===== src/hdl/soi_pkg.sv =====
`default_nettype none

package soi_pkg;

    // Service table geometry.
    localparam int TABLE_DEPTH = 1024;
    localparam int TBL_IW      = (TABLE_DEPTH > 1) ? $clog2(TABLE_DEPTH) : 1;
    localparam int TBL_CW      = $clog2(TABLE_DEPTH + 1);

    // Frame geometry.
    localparam logic [5:0] ETH_LEN  = 6'd14;
    localparam logic [5:0] HDR_LEN  = 6'd34;
    localparam logic [5:0] OPT_FRAME_LEN = 6'd42;
    localparam logic [5:0] POS_ETH_LAST  = 6'd13;
    localparam logic [5:0] POS_HDR_LAST  = 6'd33;

    localparam logic [15:0] ETYPE_IPV4   = 16'h0800;
    localparam logic [7:0]  OPT_TYPE     = 8'h1e;
    localparam logic [7:0]  OPT_LEN_BYTE = 8'h06;
    localparam logic [7:0]  OPT_TAIL     = 8'h01;
    localparam logic [3:0]  IHL_PLAIN    = 4'd5;
    localparam logic [3:0]  IHL_OPT      = 4'd7;
    localparam logic [15:0] LEN_GROWTH   = 16'd8;
    // Sum of the constant option words 0x1e06 and 0x0101.
    localparam logic [19:0] ACC_INIT     = 20'h01f07;

    // Opcodes.
    localparam logic [1:0] OP_BYTE = 2'd0;
    localparam logic [1:0] OP_ADD  = 2'd1;
    localparam logic [1:0] OP_DEL  = 2'd2;

    // Verdicts.
    localparam logic [1:0] V_PASS  = 2'd0;
    localparam logic [1:0] V_OPT   = 2'd1;
    localparam logic [1:0] V_ABORT = 2'd2;

    // Frame modes.
    localparam logic [1:0] M_HDR  = 2'd0;
    localparam logic [1:0] M_PASS = 2'd1;
    localparam logic [1:0] M_OPT  = 2'd2;
    localparam logic [1:0] M_DROP = 2'd3;

    typedef struct packed {
        logic       cap;
        logic       pos_clr;
        logic       scan_start;
        logic       scan_src_hdr;
        logic       scan_step;
        logic       tbl_add;
        logic       tbl_del;
        logic       clr_step;
        logic       ck_add;
        logic       ck_fold;
        logic       em_start;
        logic [5:0] em_len;
        logic       em_opt;
        logic [1:0] em_ver;
        logic       em_end;
        logic       em_rd;
        logic       em_load;
        logic       out_direct;
        logic [1:0] direct_ver;
        logic       out_status;
    } soi_cmd_t;

    typedef struct packed {
        logic at_eth;
        logic at_hdr;
        logic eth_ip;
        logic ihl5;
        logic scan_done;
        logic scan_found;
        logic scan_free;
        logic clr_done;
        logic em_done;
        logic out_free;
    } soi_status_t;

endpackage

`default_nettype wire


===== src/hdl/soi_ctrl.sv =====
`default_nettype none

module soi_ctrl
    import soi_pkg::*;
(
    input  wire logic        clk,
    input  wire logic        rst_n,
    input  wire logic        in_valid,
    output logic             in_ready,
    input  wire logic [1:0]  opcode,
    input  wire logic        frame_end,
    input  wire soi_status_t st,
    output soi_cmd_t         cmd
);

    localparam logic [2:0] S_CLR   = 3'd0;
    localparam logic [2:0] S_IDLE  = 3'd1;
    localparam logic [2:0] S_SCAN  = 3'd2;
    localparam logic [2:0] S_CK    = 3'd3;
    localparam logic [2:0] S_FOLD  = 3'd4;
    localparam logic [2:0] S_EM_RD = 3'd5;
    localparam logic [2:0] S_EM_LD = 3'd6;
    localparam logic [2:0] S_ABORT = 3'd7;

    logic [2:0] state_reg, state_next;
    logic [1:0] mode_reg, mode_next;
    logic [1:0] op_reg, op_next;
    logic       end_reg, end_next;
    logic       accept;

    assign in_ready = (state_reg == S_IDLE) && st.out_free;
    assign accept   = in_valid && in_ready;

    always_comb
    begin
        cmd        = '0;
        state_next = state_reg;
        mode_next  = mode_reg;
        op_next    = op_reg;
        end_next   = end_reg;
        unique case (state_reg)
            S_CLR:
            begin
                cmd.clr_step = 1'b1;
                if (st.clr_done)
                    state_next = S_IDLE;
            end
            S_IDLE:
            begin
                if (accept)
                begin
                    case (opcode) inside
                        OP_ADD, OP_DEL:
                        begin
                            cmd.scan_start = 1'b1;
                            op_next        = opcode;
                            state_next     = S_SCAN;
                        end
                        OP_BYTE:
                        begin
                            case (mode_reg) inside
                                M_PASS, M_OPT:
                                begin
                                    cmd.out_direct = 1'b1;
                                    cmd.direct_ver = (mode_reg == M_OPT) ? V_OPT : V_PASS;
                                    if (frame_end)
                                    begin
                                        cmd.pos_clr = 1'b1;
                                        mode_next   = M_HDR;
                                    end
                                end
                                M_DROP:
                                begin
                                    if (frame_end)
                                    begin
                                        cmd.out_status = 1'b1;
                                        cmd.pos_clr    = 1'b1;
                                        mode_next      = M_HDR;
                                    end
                                end
                                default:
                                begin
                                    cmd.cap = 1'b1;
                                    if (st.at_eth && !st.eth_ip)
                                    begin
                                        cmd.em_start = 1'b1;
                                        cmd.em_len   = ETH_LEN;
                                        cmd.em_ver   = V_PASS;
                                        cmd.em_end   = frame_end;
                                        if (frame_end)
                                            cmd.pos_clr = 1'b1;
                                        else
                                            mode_next = M_PASS;
                                        state_next = S_EM_RD;
                                    end
                                    else if (st.at_hdr)
                                    begin
                                        cmd.scan_start   = 1'b1;
                                        cmd.scan_src_hdr = 1'b1;
                                        op_next          = OP_BYTE;
                                        end_next         = frame_end;
                                        state_next       = S_SCAN;
                                    end
                                    else if (frame_end)
                                    begin
                                        cmd.out_status = 1'b1;
                                        cmd.pos_clr    = 1'b1;
                                    end
                                end
                            endcase
                        end
                        default: ;
                    endcase
                end
            end
            S_SCAN:
            begin
                cmd.scan_step = 1'b1;
                if (st.scan_done)
                begin
                    state_next = S_IDLE;
                    case (op_reg)
                        OP_ADD:
                            cmd.tbl_add = !st.scan_found && st.scan_free;
                        OP_DEL:
                            cmd.tbl_del = st.scan_found;
                        default:
                        begin
                            if (!st.scan_found)
                            begin
                                cmd.em_start = 1'b1;
                                cmd.em_len   = HDR_LEN;
                                cmd.em_ver   = V_PASS;
                                cmd.em_end   = end_reg;
                                if (end_reg)
                                    cmd.pos_clr = 1'b1;
                                else
                                    mode_next = M_PASS;
                                state_next = S_EM_RD;
                            end
                            else if (!st.ihl5)
                            begin
                                if (end_reg)
                                begin
                                    cmd.pos_clr = 1'b1;
                                    state_next  = S_ABORT;
                                end
                                else
                                    mode_next = M_DROP;
                            end
                            else
                                state_next = S_CK;
                        end
                    endcase
                end
            end
            S_CK:
            begin
                cmd.ck_add = 1'b1;
                state_next = S_FOLD;
            end
            S_FOLD:
            begin
                cmd.ck_fold  = 1'b1;
                cmd.em_start = 1'b1;
                cmd.em_len   = OPT_FRAME_LEN;
                cmd.em_opt   = 1'b1;
                cmd.em_ver   = V_OPT;
                cmd.em_end   = end_reg;
                if (end_reg)
                    cmd.pos_clr = 1'b1;
                else
                    mode_next = M_OPT;
                state_next = S_EM_RD;
            end
            S_EM_RD:
            begin
                cmd.em_rd  = 1'b1;
                state_next = S_EM_LD;
            end
            S_EM_LD:
            begin
                if (st.out_free)
                begin
                    cmd.em_load = 1'b1;
                    state_next  = st.em_done ? S_IDLE : S_EM_RD;
                end
            end
            S_ABORT:
            begin
                if (st.out_free)
                begin
                    cmd.out_status = 1'b1;
                    state_next     = S_IDLE;
                end
            end
            default: state_next = S_IDLE;
        endcase
    end

    always_ff @(posedge clk or negedge rst_n)
    begin
        if (!rst_n)
        begin
            state_reg <= S_CLR;
            mode_reg  <= M_HDR;
            op_reg    <= OP_BYTE;
            end_reg   <= 1'b0;
        end
        else
        begin
            state_reg <= state_next;
            mode_reg  <= mode_next;
            op_reg    <= op_next;
            end_reg   <= end_next;
        end
    end

endmodule

`default_nettype wire


===== config.mk =====
export PLATFORM = sky130hd
export DESIGN_NAME = soi_ctrl
export DESIGN_NICKNAME = d
export VERILOG_FILES = /design/src/hdl/soi_pkg.sv /design/src/hdl/soi_ctrl.sv
export SDC_FILE = /design/constraint.sdc
export NUM_CORES = 1
export LEC_CHECK = 0
export ABC_AREA = 1
export BUFFER_PORTS_ARGS = -buffer_cell sky130_fd_sc_hd__buf_4
export CAP_MARGIN = 10
export CORE_MARGIN = 2
export CORE_UTILIZATION = 45
export CTS_CLUSTER_DIAMETER = 80
export DETAILED_ROUTE_END_ITERATION = 7
export MAX_ROUTING_LAYER = met4
export PLACE_DENSITY = 0.75
export REMOVE_ABC_BUFFERS = 1
export SETUP_SLACK_MARGIN = 0.1
export SYNTH_ARGS = -nofsm -noshare
export SYNTH_HDL_FRONTEND = slang
export SYNTH_SLANG_ARGS = --single-unit

===== constraint.sdc =====
create_clock -name clk -period 1.87 [get_ports clk]
set_clock_uncertainty 0.1 [all_clocks]
set_input_delay 0.0935 -clock clk [delete_from_list [all_inputs] [get_ports clk]]
set_output_delay 0.0935 -clock clk [all_outputs]
set_load 0.005 [all_outputs]

==> run_results.csv <==
group,metric,value,unit
run_status,run_status,"complete, no violations",
cts,cts_tree,"built",
timing,max_freq,0.5533,GHz
synthesis,syn_area_per_cell,5.990,um2
critical_path,rrSetupSlack,0.13,ns
floorplanning,die_y,52.82,um
placement,port_buffers,39,
cts,h-tree-depth,1,
timing,hold_ws,0.07276,ns
detailed_routing,wl_per_cell,12.89,um
worst_hold_path,hp-class,"in2async",
placement,dpl_worst_slack,0.07175,ns
timing,hold_viol_final,0,
floorplanning,fp.coreArea,2233,um2
timing,setup_viol_count_final,0,
floorplanning,fp-row-count,17,
cells_and_area,drive_above_1_share,42.86,%
cts,clk_path_buf_depth,2,
critical_path,crit_chain,"ha_4 -> nand2_1 -> nor2_1 -> nand2_1 -> buf_4 -> nand3_2 -> buf_4",
cells_and_area,nNetsFinal,265,
timing,period_share,96.65,%
power,power_frac_seq,15.6,%
power,p_int,1187,uW
critical_path,slowest_stage,"dfrtp_1",
power,leakage,0.0009459,uW
power,power.switching_fraction,49.09,%
global_routing,grt_max_degree,9,
synthesis,synth_top_area_cell,"dfrtp_1",
synthesis,syn_area,1072,um2
cts,clk_latency,0.27,ns
cts,cts_buffers,3,
critical_path,worstPathRequired,1.68,ns
detailed_routing,drt_iter0_drc,38,
flow_run,maxCapViolations,0,
power,p_switching,1144,uW
cells_and_area,largest_reg_flops,3,
synthesis,yosysWarnings,0,
critical_path,reg2reg_from,"mode_reg[0]$_DFFE_PN0P_",
power,p_comb_share,78.3,%
synthesis,yosysMostFrequentCell,"nand2_1",
synthesis,synth-edff-count,0,
detailed_routing,antenna_left,0,
placement,hpwl,2401,um
detailed_routing,via_per_inst,5.180,
global_routing,grt_pass1_wl,5106,um
synthesis,synth.distinct_cells,24,
floorplanning,dieArea,2789,um2
critical_path,crit_path_end_kind,"primary output",
power,powerDensity,1383,nW/um2
synthesis,seq_area_frac_synth,18.67,%
global_routing,grt_use_total,25.53,%
synthesis,synth_top_area_share,18.67,%
global_routing,grt-ovfl-total,0,
synthesis,async_flop_share,100.0,%
critical_path,cp-startpoint,"op_reg[1]$_DFFE_PN0P_",
cells_and_area,area_delta_synth_final,57.18,%
floorplanning,die_x,52.82,um
synthesis,synthTopCellsByCount,"nand2_1 (50), inv_1 (27), nor2_1 (19)",
detailed_routing,firstDrtPassIters,5,
synthesis,netlist_instances,179,
cells_and_area,diodes,0,
detailed_routing,totalWireLength,3429,um
timing,setup_ws,0.06270,ns
synthesis,synthFlopType,"dfrtp_1",
global_routing,antenna_found_initial,0,
critical_path,cpPeakStageDelay,0.42,ns
detailed_routing,num_vias,1378,
synthesis,synthTopCellsByArea,"dfrtp_1 (19%), nand2_1 (18%), ha_1 (11%)",
critical_path,crit_path_max_fanout,3,
detailed_routing,drc,0,
floorplanning,pin_count,44,
timing,rsz0062_at_grt,"true",
timing,fin_crit,1.807,ns
synthesis,ys_ff_latch,8,
floorplanning,start_util,48.01,%
critical_path,start_kind,"register",
global_routing,first_global_vias,1226,
critical_path,cp_data_arrival_time,1.61,ns
power,p_clk_share,6.2,%
critical_path,crit_type,"reg2out",
cts,clk_pin_slew,0.06,ns
cts,root_buffer,"clkbuf_4",
power,vdd_drop_max,1036,uV
placement,finalWeightedCongestion,0.8990,
timing,slew_violations,0,
cts,clkSinkCount,8,
[repair_timing]
| action | 4_1_cts | 5_1_grt |
|---|---|---|
| setup buffers | 7 | 10 |
| hold buffers | 2 | 0 |
| endpoints found under the hold margin | 9 | 0 |
| setup endpoints to repair | 11 | 17 |
| gates resized for setup | 17 | 24 |
| pin swaps | 5 | 10 |
[kinds of logic after synthesis]
family | synth area share [%]
flip-flops | 18.67
AO/OA/AOI/OAI | 7.351
AND/OR/NAND/NOR | 47.26
other | 0.3497
adder cells (fa/ha/maj) | 10.50
buffers and inverters | 15.87
[worst paths after layout]
| kind | cells after the start | end |
|---|---|---|
| min in group clk | 4 | op_reg[1]$_DFFE_PN0P_ |
| max | 7 | cmd[16] |
| max reg2reg | 12 | state_reg[2]$_DFFE_PN0P_ |
| min reg2reg | 2 | state_reg[0]$_DFFE_PN0P_ |
| max in group asynchronous | 2 | state_reg[0]$_DFFE_PN0P_ |
| min | 2 | mode_reg[1]$_DFFE_PN0P_ |
[layer usage]
metal	share of wire, %	vias to the layer above	global-route usage [%]
met3	6.8	9	5.429
met4	2.1	0	3.846
li1	-	673	-
met1	40	629	28.97
met5	0	-	-
met2	51	67	46.67
[power by group through the flow]
stage          Clock [uW]  Combinational, uW  Sequential [uW]
2_1_floorplan           0                788              347
3_3_place_gp            0               1230              354
3_5_place_dp            0               1260              361
4_1_cts               144               1510              349
5_1_grt               154               2020              370
6_report              144               1830              363
[placed cells by master (no fill, tap or decap), drive strengths merged]
cell	n
a21oi	5
clkbuf	3
inv	32
nand2	52
nor3b	1
nor3	4
a31oi	1
nor2	25
nand3b	1
o21ai	8
conb	4
ha	9
dlygate4sd3	2
buf	58
dfrtp	8
nand3	22
o21a	1
nand4	2
[metrics by stage]
step	TNS (ns)	utilization, %	cell area (um2)	instances	power, uW
after floorplan	0	-	1033	175	1135
after global placement	0	61.96	1384	245	1580
after detailed placement	0	61.96	1384	245	1618
after CTS	0	68.24	1524	257	2001
after global routing	-0.002133	75.46	1685	266	2548
final	0	75.46	1685	266	2331
[area by class of cell]
type,instances,area (um2)
flip-flops and latches,8,202.7
multi-input cells,135,824.5
inverters,32,130.1
fillers,169,548.0
well taps,28,35.03
repair buffers,60,470.5
clock buffers,3,22.52
[critical path: cells and delay by family, from the launching register on]
kind / cells / cell delay (ns)
adder cells (fa/ha/maj): 1 / 0.30
buffers and inverters: 2 / 0.26
AND/OR/NAND/NOR: 4 / 0.37
flip-flops: 1 / 0.42
Power figures use the tool's default switching activity.
